$ cat config.mk
export PLATFORM = sky130hd
export DESIGN_NAME = nmea_sentence_capture_flat
export DESIGN_NICKNAME = d
export VERILOG_FILES = /design/src/design/nmea_pkg.sv /design/src/design/nmea_in_if.sv /design/src/design/nmea_out_if.sv /design/src/design/nmea_buf_mem.sv /design/src/design/nmea_rx_ctrl.sv /design/src/design/nmea_sentence_capture.sv /design/src/flat_wrapper.sv
export VERILOG_INCLUDE_DIRS = /design/src /design/src/design
export SDC_FILE = /design/constraint.sdc
export NUM_CORES = 2
export LEC_CHECK = 0
export ABC_AREA = 1
export BUFFER_PORTS_ARGS = -buffer_cell sky130_fd_sc_hd__buf_2
export CAP_MARGIN = 20
export CORE_MARGIN = 1.5
export CORE_UTILIZATION = 45
export DETAILED_ROUTE_END_ITERATION = 12
export PLACE_DENSITY = 0.7
export SLEW_MARGIN = 20
export SYNTH_ARGS = -nofsm -noshare
export SYNTH_HDL_FRONTEND = slang
export SYNTH_SLANG_ARGS = --single-unit
$ cat constraint.sdc
create_clock -name clk -period 3.68 [get_ports clk]
set_input_delay 0.368 -clock clk [delete_from_list [all_inputs] [get_ports clk]]
set_output_delay 0.368 -clock clk [all_outputs]
set_load 0.1 [all_outputs]
$ cat src/design/nmea_sentence_capture_assert.svh
// Assertion macros for the NMEA sentence capture block.
// Expects signals named clk and rst_n in the scope where they are used.
`ifndef NMEA_SENTENCE_CAPTURE_ASSERT_SVH
`define NMEA_SENTENCE_CAPTURE_ASSERT_SVH

// Condition that must hold at every clock edge outside reset
`define NMEA_ASSERT_ALWAYS(lbl, cond, msg) \
    lbl: assert property (@(posedge clk) disable iff (!rst_n) (cond)) else $error(msg);

// Implication checked in the cycle after the antecedent
`define NMEA_ASSERT_NEXT(lbl, ante, cons, msg) \
    lbl: assert property (@(posedge clk) disable iff (!rst_n) (ante) |=> (cons)) \
        else $error(msg);

`endif

$ cat src/design/nmea_pkg.sv
// Shared types, constants and helpers for the NMEA sentence capture block.
// No dependencies.
package nmea_pkg;

    // Message buffer geometry
    localparam int MSG_BYTES = 82;
    localparam int HDR_LEN   = 7;
    localparam int NUM_SLOTS = 3;
    localparam int NUM_BUFS  = NUM_SLOTS + 1;

    localparam int BYTE_W = 8;
    localparam int SEL_W  = 2;
    localparam int CNT_W  = 7;
    localparam int KIND_W = 2;
    localparam int BUF_W  = $clog2(NUM_BUFS);
    localparam int ADDR_W = $clog2(NUM_BUFS * MSG_BYTES);

    // Operation codes
    localparam logic OP_RX   = 1'b0;
    localparam logic OP_READ = 1'b1;

    // Slot selectors
    localparam logic [SEL_W-1:0] SLOT_GGA  = 2'd0;
    localparam logic [SEL_W-1:0] SLOT_GSA  = 2'd1;
    localparam logic [SEL_W-1:0] SLOT_RMC  = 2'd2;
    localparam logic [SEL_W-1:0] SLOT_NONE = 2'd3;

    // Sentence kinds reported with a finished message
    localparam logic [KIND_W-1:0] KIND_OTHER = 2'd0;
    localparam logic [KIND_W-1:0] KIND_GGA   = 2'd1;
    localparam logic [KIND_W-1:0] KIND_GSA   = 2'd2;
    localparam logic [KIND_W-1:0] KIND_RMC   = 2'd3;

    // Framing characters
    localparam logic [BYTE_W-1:0] CH_DOLLAR  = 8'h24;
    localparam logic [BYTE_W-1:0] CH_NEWLINE = 8'h0A;

    typedef logic [BUF_W-1:0]  buf_id_t;
    typedef logic [CNT_W-1:0]  count_t;
    typedef logic [ADDR_W-1:0] addr_t;

    // Accepted item as seen by the control logic
    typedef struct packed {
        logic                accept;
        logic                op;
        logic [BYTE_W-1:0]   rx_byte;
        logic [SEL_W-1:0]    slot_sel;
        count_t              byte_index;
    } item_t;

    // Memory write request
    typedef struct packed {
        logic              en;
        addr_t             addr;
        logic [BYTE_W-1:0] data;
    } mem_wr_t;

    // Memory read request
    typedef struct packed {
        logic  en;
        addr_t addr;
    } mem_rd_t;

    // Per-item result from the control logic
    typedef struct packed {
        logic              hit;
        logic              done;
        logic [KIND_W-1:0] kind;
        count_t            length;
        logic              time_ready;
    } ctrl_res_t;

    // Header character k at position p ("$GPGGA,", "$GNGSA,", "$GPRMC,")
    function automatic logic [BYTE_W-1:0] hdr_char(input logic [1:0] k,
                                                   input logic [2:0] p);
        logic [BYTE_W-1:0] c;
        c = 8'h00;
        unique case (p)
            3'd0: c = "$";
            3'd1: c = "G";
            3'd2: c = (k == 2'd1) ? "N" : "P";
            3'd3: c = (k == 2'd2) ? "R" : "G";
            3'd4: c = (k == 2'd0) ? "G" : ((k == 2'd1) ? "S" : "M");
            3'd5: c = (k == 2'd2) ? "C" : "A";
            3'd6: c = ",";
            default: c = 8'h00;
        endcase
        return c;
    endfunction

    // Base address of a physical buffer in the message memory
    function automatic addr_t buf_base(input buf_id_t b);
        return addr_t'(b) * addr_t'(MSG_BYTES);
    endfunction

endpackage

$ cat src/design/nmea_in_if.sv
// Request channel of the NMEA sentence capture block.
// Depends on nmea_pkg for field widths.
interface nmea_in_if;
    logic                          valid;
    logic                          ready;
    logic                          op;
    logic [nmea_pkg::BYTE_W-1:0]   rx_byte;
    logic [nmea_pkg::SEL_W-1:0]    slot_sel;
    logic [nmea_pkg::CNT_W-1:0]    byte_index;

    modport source (output valid, op, rx_byte, slot_sel, byte_index, input ready);
    modport sink   (input valid, op, rx_byte, slot_sel, byte_index, output ready);
endinterface

$ cat src/design/nmea_out_if.sv
// Response channel of the NMEA sentence capture block.
// Depends on nmea_pkg for field widths.
interface nmea_out_if;
    logic                          valid;
    logic                          ready;
    logic [nmea_pkg::BYTE_W-1:0]   read_data;
    logic                          sentence_done;
    logic [nmea_pkg::KIND_W-1:0]   sentence_kind;
    logic [nmea_pkg::CNT_W-1:0]    sentence_length;
    logic                          time_ready;

    modport source (output valid, read_data, sentence_done, sentence_kind,
                    sentence_length, time_ready, input ready);
    modport sink   (input valid, read_data, sentence_done, sentence_kind,
                    sentence_length, time_ready, output ready);
endinterface

$ cat src/design/nmea_buf_mem.sv
// Message memory: four buffers of MSG_BYTES bytes, one write and one read port.
// Read data is registered. Depends on nmea_pkg.
module nmea_buf_mem (
    input  logic                         clk,
    input  nmea_pkg::mem_wr_t            wr,
    input  nmea_pkg::mem_rd_t            rd,
    output logic [nmea_pkg::BYTE_W-1:0]  rd_data
);

    localparam int DEPTH = nmea_pkg::NUM_BUFS * nmea_pkg::MSG_BYTES;

    logic [nmea_pkg::BYTE_W-1:0] mem [DEPTH];
    logic [nmea_pkg::BYTE_W-1:0] rd_data_reg;

    // Write port
    always_ff @(posedge clk)
    begin
        if (wr.en)
        begin
            mem[wr.addr] <= wr.data;
        end
    end

    // Registered read port; holds while no read is issued
    always_ff @(posedge clk)
    begin
        if (rd.en)
        begin
            rd_data_reg <= mem[rd.addr];
        end
    end

    assign rd_data = rd_data_reg;

endmodule

$ cat src/design/nmea_rx_ctrl.sv
// Receive control: byte count, header tracking, buffer mapping, slot lengths.
// Slots own physical buffers; a matched message is handed over by remapping.
// Depends on nmea_pkg.
module nmea_rx_ctrl (
    input  logic                 clk,
    input  logic                 rst_n,
    input  nmea_pkg::item_t      item,
    output nmea_pkg::mem_wr_t    wr,
    output nmea_pkg::mem_rd_t    rd,
    output nmea_pkg::ctrl_res_t  res
);

    nmea_pkg::count_t               count_reg, count_next;
    logic [nmea_pkg::NUM_SLOTS-1:0] hdr_ok_reg, hdr_ok_next;
    nmea_pkg::buf_id_t              rx_buf_reg, rx_buf_next;
    nmea_pkg::buf_id_t              map_reg  [nmea_pkg::NUM_SLOTS];
    nmea_pkg::buf_id_t              map_next [nmea_pkg::NUM_SLOTS];
    nmea_pkg::count_t               len_reg  [nmea_pkg::NUM_SLOTS];
    nmea_pkg::count_t               len_next [nmea_pkg::NUM_SLOTS];
    logic                           time_reg, time_next;

    logic                           is_rx;
    logic                           is_dollar;
    logic                           keep;
    nmea_pkg::count_t               pos;
    nmea_pkg::count_t               new_count;
    nmea_pkg::buf_id_t              free_buf;
    nmea_pkg::buf_id_t              wbuf;
    logic                           done;
    logic [nmea_pkg::KIND_W-1:0]    kind;
    logic                           rd_sel_ok;
    nmea_pkg::count_t               rd_len;
    nmea_pkg::buf_id_t              rd_buf;

    // Write position and target buffer; a '$' moves to the unowned buffer
    always_comb
    begin
        is_rx     = item.accept && (item.op == nmea_pkg::OP_RX);
        is_dollar = (item.rx_byte == nmea_pkg::CH_DOLLAR);
        keep      = is_rx && (is_dollar || (count_reg < nmea_pkg::CNT_W'(nmea_pkg::MSG_BYTES)));
        pos       = is_dollar ? '0 : count_reg;
        new_count = pos + nmea_pkg::CNT_W'(1);
        free_buf  = map_reg[0] ^ map_reg[1] ^ map_reg[2];
        wbuf      = is_dollar ? free_buf : rx_buf_reg;
    end

    // Header match tracking, one position per byte
    always_comb
    begin
        for (int k = 0; k < nmea_pkg::NUM_SLOTS; k++)
        begin
            if (pos < nmea_pkg::CNT_W'(nmea_pkg::HDR_LEN))
            begin
                hdr_ok_next[k] = ((pos == '0) || hdr_ok_reg[k]) &&
                                 (item.rx_byte == nmea_pkg::hdr_char(2'(k), pos[2:0]));
            end
            else
            begin
                hdr_ok_next[k] = hdr_ok_reg[k];
            end
        end
    end

    // Sentence end and kind, first header wins
    always_comb
    begin
        done = keep && (item.rx_byte == nmea_pkg::CH_NEWLINE);
        kind = nmea_pkg::KIND_OTHER;
        if (done)
        begin
            priority if (hdr_ok_next[0]) kind = nmea_pkg::KIND_GGA;
            else if (hdr_ok_next[1])     kind = nmea_pkg::KIND_GSA;
            else if (hdr_ok_next[2])     kind = nmea_pkg::KIND_RMC;
            else                         kind = nmea_pkg::KIND_OTHER;
        end
    end

    // Next state: count, map, lengths, time flag
    always_comb
    begin
        count_next  = count_reg;
        rx_buf_next = rx_buf_reg;
        time_next   = time_reg;
        for (int k = 0; k < nmea_pkg::NUM_SLOTS; k++)
        begin
            map_next[k] = map_reg[k];
            len_next[k] = len_reg[k];
        end
        if (keep)
        begin
            count_next  = new_count;
            rx_buf_next = wbuf;
        end
        if (kind != nmea_pkg::KIND_OTHER)
        begin
            map_next[kind - nmea_pkg::KIND_W'(1)] = wbuf;
            len_next[kind - nmea_pkg::KIND_W'(1)] = new_count;
            if (kind == nmea_pkg::KIND_RMC)
            begin
                time_next = 1'b1;
            end
        end
    end

    // State registers
    always_ff @(posedge clk or negedge rst_n)
    begin
        if (!rst_n)
        begin
            count_reg  <= '0;
            hdr_ok_reg <= '0;
            rx_buf_reg <= nmea_pkg::BUF_W'(nmea_pkg::NUM_SLOTS);
            time_reg   <= 1'b0;
            for (int k = 0; k < nmea_pkg::NUM_SLOTS; k++)
            begin
                map_reg[k] <= nmea_pkg::BUF_W'(k);
                len_reg[k] <= '0;
            end
        end
        else
        begin
            count_reg  <= count_next;
            rx_buf_reg <= rx_buf_next;
            time_reg   <= time_next;
            if (keep)
            begin
                hdr_ok_reg <= hdr_ok_next;
            end
            for (int k = 0; k < nmea_pkg::NUM_SLOTS; k++)
            begin
                map_reg[k] <= map_next[k];
                len_reg[k] <= len_next[k];
            end
        end
    end

    // Read lookup: slot to buffer and length check
    always_comb
    begin
        rd_sel_ok = 1'b1;
        rd_len    = '0;
        rd_buf    = '0;
        unique case (item.slot_sel)
            nmea_pkg::SLOT_GGA: begin rd_len = len_reg[0]; rd_buf = map_reg[0]; end
            nmea_pkg::SLOT_GSA: begin rd_len = len_reg[1]; rd_buf = map_reg[1]; end
            nmea_pkg::SLOT_RMC: begin rd_len = len_reg[2]; rd_buf = map_reg[2]; end
            default:            rd_sel_ok = 1'b0;
        endcase
    end

    // Memory requests
    always_comb
    begin
        wr.en    = keep;
        wr.addr  = nmea_pkg::buf_base(wbuf) + nmea_pkg::ADDR_W'(pos);
        wr.data  = item.rx_byte;
        rd.en    = item.accept && (item.op == nmea_pkg::OP_READ);
        rd.addr  = nmea_pkg::buf_base(rd_buf) + nmea_pkg::ADDR_W'(item.byte_index);
    end

    // Per-item result
    always_comb
    begin
        res.hit        = rd.en && rd_sel_ok && (item.byte_index < rd_len);
        res.done       = done;
        res.kind       = kind;
        res.length     = done ? new_count : '0;
        res.time_ready = time_next;
    end

endmodule

$ cat src/design/nmea_sentence_capture.sv
// Top level of the NMEA sentence capture block.
// Depends on nmea_pkg, nmea_in_if, nmea_out_if, nmea_buf_mem, nmea_rx_ctrl
// and the assertion macros in nmea_sentence_capture_assert.svh.
//
// Usage:
//   req carries one item per transfer: a received link byte (op = 0) or a
//   read of a stored sentence byte (op = 1, slot_sel, byte_index).
//   rsp returns exactly one result per request, in order.
// Output: a result is registered and is valid the cycle after its request transfer.
// Throughput: one item per cycle unless rsp stalls. The receive byte and the slot
//   byte read each take one access of the single message memory; a matched
//   sentence is handed to its slot by remapping buffers, so no copy cycles occur.
// Reset: count, slot lengths and time-ready flag clear, the buffer map returns
//   to slot k on buffer k at once; memory contents are not cleared (bytes past
//   a stored length read as 0). Requests are taken from the first cycle after reset.
// Stall: while rsp.ready is low a held result stays put and req.ready
//   drops; when the result is taken a new request is accepted in the same
//   cycle.
`include "nmea_sentence_capture_assert.svh"

module nmea_sentence_capture (
    input  logic       clk,
    input  logic       rst_n,
    nmea_in_if.sink    req,
    nmea_out_if.source rsp
);

    nmea_pkg::item_t      item;
    nmea_pkg::mem_wr_t    wr;
    nmea_pkg::mem_rd_t    rd;
    nmea_pkg::ctrl_res_t  res;
    logic [nmea_pkg::BYTE_W-1:0] mem_q;

    logic                         valid_reg;
    logic                         hit_reg;
    logic                         done_reg;
    logic [nmea_pkg::KIND_W-1:0]  kind_reg;
    nmea_pkg::count_t             length_reg;
    logic                         time_ready_reg;
    logic                         accept;

    // Input transfer when the output register is empty or being drained
    assign req.ready = !valid_reg || rsp.ready;
    assign accept    = req.valid && req.ready;

    always_comb
    begin
        item.accept     = accept;
        item.op         = req.op;
        item.rx_byte    = req.rx_byte;
        item.slot_sel   = req.slot_sel;
        item.byte_index = req.byte_index;
    end

    nmea_rx_ctrl u_ctrl (
        .clk   (clk),
        .rst_n (rst_n),
        .item  (item),
        .wr    (wr),
        .rd    (rd),
        .res   (res)
    );

    nmea_buf_mem u_mem (
        .clk     (clk),
        .wr      (wr),
        .rd      (rd),
        .rd_data (mem_q)
    );

    // Output valid
    always_ff @(posedge clk or negedge rst_n)
    begin
        if (!rst_n)
        begin
            valid_reg <= 1'b0;
        end
        else if (req.ready)
        begin
            valid_reg <= req.valid;
        end
    end

    // Output payload
    always_ff @(posedge clk)
    begin
        if (accept)
        begin
            hit_reg        <= res.hit;
            done_reg       <= res.done;
            kind_reg       <= res.kind;
            length_reg     <= res.length;
            time_ready_reg <= res.time_ready;
        end
    end

    assign rsp.valid           = valid_reg;
    assign rsp.read_data       = hit_reg ? mem_q : '0;
    assign rsp.sentence_done   = done_reg;
    assign rsp.sentence_kind   = kind_reg;
    assign rsp.sentence_length = length_reg;
    assign rsp.time_ready      = time_ready_reg;

    // Checks
    `NMEA_ASSERT_ALWAYS(a_idle_fields,
        !rsp.valid || rsp.sentence_done ||
        (rsp.sentence_kind == nmea_pkg::KIND_OTHER && rsp.sentence_length == '0),
        "kind or length set without a finished sentence")
    `NMEA_ASSERT_ALWAYS(a_rmc_time,
        !rsp.valid || rsp.sentence_kind != nmea_pkg::KIND_RMC || rsp.time_ready,
        "RMC sentence stored but time-ready not set")
    `NMEA_ASSERT_ALWAYS(a_done_len,
        !rsp.valid || !rsp.sentence_done ||
        (rsp.sentence_length != '0 &&
         rsp.sentence_length <= nmea_pkg::CNT_W'(nmea_pkg::MSG_BYTES)),
        "finished sentence length out of range")
    `NMEA_ASSERT_NEXT(a_time_sticky,
        rsp.valid && rsp.ready && rsp.time_ready,
        !rsp.valid || rsp.time_ready,
        "time-ready flag cleared")

endmodule

$ cat src/flat_wrapper.sv
// flat-port wrapper written by rule: the top's interface ports become plain ports
module nmea_sentence_capture_flat 
  (clk, rst_n, req_valid, req_op, req_rx_byte, req_slot_sel, req_byte_index, req_ready, rsp_valid, rsp_read_data, rsp_sentence_done, rsp_sentence_kind, rsp_sentence_length, rsp_time_ready, rsp_ready);
  nmea_in_if req_i ();
  nmea_out_if rsp_i ();
  input  logic clk;
  input  logic rst_n;
  input wire logic [$bits(req_i.valid)-1:0] req_valid;
  input wire logic [$bits(req_i.op)-1:0] req_op;
  input wire logic [$bits(req_i.rx_byte)-1:0] req_rx_byte;
  input wire logic [$bits(req_i.slot_sel)-1:0] req_slot_sel;
  input wire logic [$bits(req_i.byte_index)-1:0] req_byte_index;
  output wire logic [$bits(req_i.ready)-1:0] req_ready;
  output wire logic [$bits(rsp_i.valid)-1:0] rsp_valid;
  output wire logic [$bits(rsp_i.read_data)-1:0] rsp_read_data;
  output wire logic [$bits(rsp_i.sentence_done)-1:0] rsp_sentence_done;
  output wire logic [$bits(rsp_i.sentence_kind)-1:0] rsp_sentence_kind;
  output wire logic [$bits(rsp_i.sentence_length)-1:0] rsp_sentence_length;
  output wire logic [$bits(rsp_i.time_ready)-1:0] rsp_time_ready;
  input wire logic [$bits(rsp_i.ready)-1:0] rsp_ready;
  assign req_i.valid = req_valid;
  assign req_i.op = req_op;
  assign req_i.rx_byte = req_rx_byte;
  assign req_i.slot_sel = req_slot_sel;
  assign req_i.byte_index = req_byte_index;
  assign req_ready = req_i.ready;
  assign rsp_valid = rsp_i.valid;
  assign rsp_read_data = rsp_i.read_data;
  assign rsp_sentence_done = rsp_i.sentence_done;
  assign rsp_sentence_kind = rsp_i.sentence_kind;
  assign rsp_sentence_length = rsp_i.sentence_length;
  assign rsp_time_ready = rsp_i.time_ready;
  assign rsp_i.ready = rsp_ready;
  nmea_sentence_capture u_core (.clk(clk), .rst_n(rst_n), .req(req_i), .rsp(rsp_i));
endmodule
---- Word-level counts from Yosys, hierarchy flattened ----
Memory sizes are Yosys's and may differ from the RTL's. A register that Yosys moved wholly into a read port is not among the register bits.
Index checks and enable logic that the tools add are counted.
W data, S select, Z words.
storage, ports and cells
  register bits ........................... 53
  bits in latches ......................... 0
  bits in writable memories ............... 2,624
  ROM bits ................................ 0
  output and inout bits ................... 21
  memories ................................ 1
operators by class
  add/subtract/negate cells ............... 4
  $mul .................................... 2
  div/mod/pow operators ................... 0
  order comparisons ....................... 5
  equal/unequal tests ..................... 14
  shift operators ......................... 0
  muxes and demuxes ....................... 29
  bitwise operators ....................... 4
  reductions and logical operators ........ 24
memory list
  name              words  width  rd ports  clocked after memory_dff  write ports  line                text
  u_core.u_mem.mem  328    8      1         1                         1            nmea_buf_mem.sv:12  logic [nmea_pkg::BYTE_W-1:0] mem [DEPTH];
operator list
  kind                   count
  $pmux W7 S7            1
  $pmux W7 S6            1
  $pmux W7 S5            1
  $mux W8                4
  $eq A8 B8 Y1           3
  $bwmux W21             1
  $pmux W7 S3            1
  $add A9 B7 Y9          2
  $mul A2 B6 Y8 const B  2
  $demux W7 S2           1
  $mux W7                2
  $mux W2                6
  $logic_and A1 B1 Y1    11
  $eq A3 B3 Y1 const B   3
  $eq A8 B4 Y1 const B   1
  $eq A8 B6 Y1 const B   1
  $mux W1                8
  $add A7 B1 Y7 const B  1
  $logic_not A7 Y1       1
  $lt A7 B3 Y1 const B   1
  $lt A7 B7 Y1           1
  $lt A7 B7 Y1 const B   1
  $bwmux W6              1
  $eq A3 B2 Y1 const B   2
  other kinds (18)       25

---- Depth between registers and ports, before layout ----
  word-level depth ........................ 19
  depth in mapped cells ................... 25
  mapped depth without buffers ............ 24

---- Hierarchy ----
A second synthesis with hierarchy kept.
unflattened totals
  cells, all modules ...................... 9,367
  area total of the unflattened synthesis .. 110,579.8 um^2
modules (own cells, without submodules)
  module                 times used  cells an instance  area an instance (um^2)  sequential area each (um^2)
  nmea_buf_mem           1           8,877              106,644.8                79,035.8
  nmea_rx_ctrl           1           455                3,464.6                  1,006.0
  nmea_sentence_capture  1           35                 470.5                    385.4

---- Least setup slack after synthesis ----
No wires, ideal clock.
  path type ............................... register to register
  from .................................... register u_core.valid_reg (netlist: u_core.rsp.valid)
  to ...................................... memory u_core.u_mem.mem[327][0] (netlist bit), enable pin
  library setup time ...................... 0.370 ns
  arrival time ............................ 3.514 ns
  data required time ...................... 3.310 ns
  setup slack ............................. -0.204 ns
  stages on the path, launching flop included .. 10
  path buffers ............................ 2
  cells stage by stage .................... dfrtp_1 > nand2_1 > nand2_1 > inv_1 > nand3_1 > buf_2 > nor3_1 > nand2_1 > clkbuf_1 > nor2_1
between the ends
  longest elaborated chain between the ends .. 7
ends and longest elaborated chain
  item                           line                         text
  start: declaration             nmea_sentence_capture.sv:34  logic valid_reg;
  start signal: assignment       nmea_sentence_capture.sv:80  valid_reg <= req.valid;
  $logic_not A1 Y1               nmea_sentence_capture.sv:43  assign req.ready = !valid_reg || rsp.ready;
  $logic_or A1 B1 Y1             nmea_sentence_capture.sv:43
  named net req_ready            flat_wrapper.sv:13           output wire logic [$bits(req_i.ready)-1:0] req_ready;
  $logic_and A1 B1 Y1            nmea_sentence_capture.sv:44  assign accept = req.valid && req.ready;
  named net u_core.accept        nmea_sentence_capture.sv:40  logic accept;
  $logic_and A1 B1 Y1            nmea_rx_ctrl.sv:38           is_rx = item.accept && (item.op == nmea_pkg::OP_RX);
  $logic_and A1 B1 Y1            nmea_rx_ctrl.sv:40           keep = is_rx && (is_dollar || (count_reg < nmea_pkg::CNT_W'(nmea_pkg::MSG_BYTES)));
  $mux W1                        nmea_buf_mem.sv:18           if (wr.en)
  $mux W1 (not written as such)  nmea_buf_mem.sv:20           mem[wr.addr] <= wr.data;
  end: declaration               nmea_buf_mem.sv:12
The timed path passes the listed nets, and every way through them passes these cells.

---- Worst setup path in the final report ----
  from .................................... register u_core.u_ctrl.map_reg[2] (netlist bit)
  to ...................................... register u_core.u_mem.rd_data_reg (netlist bit u_core.u_mem.rd_data[1]), read port of u_core.u_mem.mem, data pin
between the ends
  longest elaborated chain between the ends .. 3
ends and longest elaborated chain
  item                              line                 text
  start: declaration                nmea_rx_ctrl.sv:16   nmea_pkg::buf_id_t map_reg [nmea_pkg::NUM_SLOTS];
  start signal: indexed assignment  nmea_rx_ctrl.sv:116  map_reg[k] <= nmea_pkg::BUF_W'(k);
  start signal: indexed assignment  nmea_rx_ctrl.sv:131  map_reg[k] <= map_next[k];
  $pmux W2 S3                       nmea_rx_ctrl.sv:143  unique case (item.slot_sel)
  $mul A2 B6 Y8                     nmea_pkg.sv:93       return addr_t'(b) * addr_t'(MSG_BYTES);
  $add A9 B7 Y9                     nmea_rx_ctrl.sv:158  rd.addr = nmea_pkg::buf_base(rd_buf) + nmea_pkg::ADDR_W'(item.byte_index);
  end: declaration                  nmea_buf_mem.sv:13   logic [nmea_pkg::BYTE_W-1:0] rd_data_reg;
Every way passes these cells.
A chain may end at the register's enable or synchronous reset.

==> flow_summary.rst <==
.. list-table::
   :header-rows: 1

   * - Metric
     - Value
   * - Status
     - finished with violations
   * - Violated checks
     - setup timing
   * - Utilization after layout
     - 54.3%
   * - Clock slew at reported path FFs
     - 0.06 ns
   * - Dpl hpwl
     - roughly 190,000 um
   * - Type of the worst setup path
     - flip-flop to flip-flop
   * - Post-synthesis share of cell area spent on full adders, half adders and majority gates
     - 0.249%
   * - Multi-input combinational cell area
     - 0.0258 sq mm
   * - Number of placed instances, taps included
     - 12,148
   * - Post-synthesis cell type with the largest combined area
     - edfxtp_1
   * - Clock share of power
     - 39.8%
   * - Xor/xnor cell area share of the yosys netlist
     - 0.142%
   * - Library cell used as clock root buffer
     - clkbuf_16
   * - Post-Syn Area
     - 0.109 sq mm
   * - Switching power
     - 16.5 mW
   * - Flip-flop count of the largest register, all copies and words added
     - 2,624
   * - Area fraction in and, or, nand and nor cells after synthesis
     - a little over a tenth
   * - Final cell count without fillers
     - 12,664
   * - Clock insertion delay at the later pin of the skew report
     - 0.94 ns
   * - Fin crit share
     - 102%
   * - Clock buffers created by TritonCTS
     - 284
   * - Sequential cell fraction of total power
     - 49.6%
   * - Antenna-violating nets left
     - 0
   * - Total of warnings raised by yosys
     - 0
   * - Die width
     - 494 um
   * - Relative area change from synthesis to final layout
     - 20.1%
   * - Classification of the worst-slack hold path
     - primary input to flip-flop
   * - Final hold violation count
     - 0
   * - DR top layer
     - met5
   * - Number of DRC markers in iteration 0
     - 10,896
   * - P_leak
     - between 40 and 50 nW
   * - Top-Level Pins
     - 43
   * - Final total power
     - 68.2 mW
   * - Main synth FF type
     - edfxtp_1
   * - Setup tns final
     - -0.153 ns
   * - GRT Resource Usage Total
     - between 20% and 30%
   * - Number of buffers on the longest clock path
     - 4
   * - Cells taking the most area after synthesis
     - edfxtp_1 73%, o21ai_0 7.1%, nor2_1 6.0%, o22ai_1 3.6%, clkbuf_1 2.0%
   * - Initial antenna violation count
     - 12
   * - Mapped Cells
     - 8,603
   * - Residual overflow from global routing
     - 0
   * - Placer Congestion
     - 0.966
   * - Worst Skew
     - 0.0663 ns
   * - Proportion of synthesized chip area in sequential cells
     - 74.1%
   * - Core region area
     - 0.240 sq mm
   * - Wire length of the first global-routing pass
     - approximately 460,000 um
   * - Area fraction in compound gates after synthesis
     - approximately an eighth
   * - Vias per cell
     - 5.99
   * - Number of nets in the finished design
     - 9,331
   * - First-pass iteration count of the detailed router
     - 6
   * - Setup crit end kind
     - flip-flop
   * - CP max FO
     - 13
   * - Peak Freq
     - 266 MHz
   * - Number of distinct library cells after synthesis
     - 51
   * - Tmin final
     - 3.76 ns
   * - Final wirelength
     - 314,000 um
   * - Final setup violation count
     - 4
   * - Clock tree from TritonCTS
     - built
   * - Placed Instance Area
     - 0.121 sq mm
   * - Mean cell area of the mapped netlist
     - 12.6 sq um
   * - Effective utilization at floorplan
     - 45.2%
   * - Fraction of final layout cells sized beyond drive strength 1
     - 18.2%
   * - Met3 wirelength from detailed routing
     - 34,800 um
   * - Number of nets produced by synthesis
     - 8,646
   * - Number of enable-type register cells in the synthesized netlist
     - between 2,000 and 3,000
   * - I/O Buffers
     - 42
   * - Fraction of synthesized area in multiplexers
     - 0%
   * - Clock sinks
     - approximately 2,700
   * - Number of cell rows
     - 180
   * - Filler Cells Inserted
     - 19,096
   * - Area taken by flip-flops and latches
     - 0.0804 sq mm
   * - Length of routed wiring on met1
     - 120,000 um
   * - CP Data Required Time
     - 4.36 ns
   * - Drt wl/cell
     - roughly 25 um
   * - Worst IR Drop VDD
     - 389 uV
   * - Number of max-capacitance violations reported
     - 0
   * - Total DRC errors in the routed layout
     - 0
   * - Register bit total from synthesis
     - 2,685
   * - Via count
     - 75,840
   * - Worst slew margin
     - 23.0%
   * - Finished layout cell area
     - 0.130 sq mm
   * - Number of H-tree levels
     - 5
   * - Total internal power
     - 51.7 mW
   * - Slew at the pin closest to its max-slew limit
     - 1.15 ns
   * - Fin. max-slew vios
     - 0
   * - Area fraction of the dominant cell type after synthesis
     - around three quarters
   * - Signal arrival time at the worst endpoint
     - 4.43 ns
   * - Ys async rst share
     - under 10%
   * - Dominant combinational cell family by area after synthesis
     - compound AO/OA/AOI/OAI gates
   * - Share of total power in combinational logic
     - 10.6%
   * - Die height
     - 494 um
   * - Largest net degree at the start of global routing
     - about 190
   * - Pwr dens
     - 524 mW/mm^2
   * - RSZ-0062 raised after global routing
     - true
   * - Worst setup margin
     - -0.0780 ns
   * - Proportion of total power due to net switching
     - about a quarter
   * - Routed wire length on met2
     - 145,000 um
   * - Number of global-route vias before repair
     - 72,255
   * - Worst setup SP type
     - flip-flop
   * - Full die area
     - 0.244 sq mm
-- synth_stat cells (24+ instances only) --
cell and number:
nor2_1 1741, inv_1 95, nand3_1 300, dfrtp_1 37
edfxtp_1 2644, buf_1 25, nand2_1 515, o221ai_1 89
or2_2 24, nor2_2 103, clkbuf_1 574, a21oi_1 33
o21ai_0 1546, o22ai_1 616, o211ai_1 51
-- per-layer routing --
metal  vias to the layer above  global-route usage, %
met5                         -                      0
met4                         6                   10.4
met3                       703                   4.88
met2                      4692                   39.1
met1                     37272                   34.5
li1                      33167                      -
-- power groups by stage --
stage / Combinational [mW] / Sequential, mW / Clock, mW
finish: 7.25 / 33.8 / 27.2
global placement: 6.67 / 34.5 / 0
CTS: 6.88 / 33.8 / 27.4
detailed placement: 6.78 / 34.5 / 0
global route: 7.67 / 33.8 / 28.6
floorplan: 3.44 / 34.5 / 0
-- worst max-delay path, stage by stage (launching register included) --
cell	delay, ns
dfstp_2	0.55
nand2_1	0.07
nand3_2	0.09
ha_4	0.13
inv_1	0.05
fa_4	0.90
inv_16	0.11
buf_16	0.20
buf_12	0.13
buf_4	0.16
o21ai_0	0.19
buf_4	0.14
nand2_1	0.07
nand3_1	0.08
nand3_1	0.11
nand3_1	0.18
nand3_1	0.10
nand3_1	0.13
nand2_1	0.06
-- metrics by stage --
stage / setup slack (ns) / hold WS [ns]
after floorplan: -0.0663 / 0.0724
after global placement: -0.777 / 0.440
after detailed placement: -0.712 / 0.453
after CTS: -0.0227 / 0.0356
after global routing: -0.150 / 0.0832
final: -0.0780 / 0.0952
-- layout make-up --
class                           instances  area share, %
Clock inverter                        130          0.864
Clock buffer                          343           5.74
Sequential cell                      2685           61.7
Inverter                              108          0.349
Timing Repair Buffer                 1034           8.43
Tap cell                             3185           3.06
Multi-Input combinational cell       5175           19.8
Antenna cell                            4        0.00768
-- what timing repair did --
item | in CTS | in global routing
hold buffers | 11 | 0
gates resized for setup | 40 | 124
gates cloned | 2 | 3
setup buffers | 2 | 21
endpoints found under the setup margin | 157 | 2616
pin swaps | 6 | 11
endpoints found under the hold margin | 75 | 0
-- cells by family after synthesis --
group | count (synthesis)
DFF | 2685
AOI/OAI and AO/OA | 2384
and+or+nand+nor | 2755
xor gates and xnor gates | 15
adders and majority gates | 21
buffers and inverters | 743
-- path summary, 6_finish.rpt --
check / start / end / slack, ns / cells after the start
max in group asynchronous: rst_n / u_core.u_ctrl.hdr_ok_reg[2] / 2.92 / 2
min in group asynchronous: rst_n / u_core.u_ctrl.len_reg[3] / 0.15 / 2
hold reg to reg: u_core.u_ctrl.time_reg / u_core.u_ctrl.time_reg / 0.47 / 2
setup / recovery: u_core.u_ctrl.map_reg[2] / u_core.u_mem.rd_data[1] / -0.08 / 18
setup reg to reg: u_core.u_ctrl.map_reg[2] / u_core.u_mem.rd_data[1] / -0.08 / 18
hold / removal: req_rx_byte[6] / u_core.u_ctrl.hdr_ok_reg[2] / 0.1 / 8
-- placed cells by master, fill, tap and decap left out, types with 43 or more instances in the layout --
master        n
nor2_1     1677
o21ai_0    1529
o22ai_1     615
nand2_1     492
nor2_2      143
clkbuf_1     50
o211ai_1     51
buf_12      235
nand3_1     280
edfxtp_1   2644
clkinv_1     43
clkbuf_16   293
o221ai_1     89
buf_4       709
inv_1        89
clkinv_2     48
(Power assumes the default switching activity.)
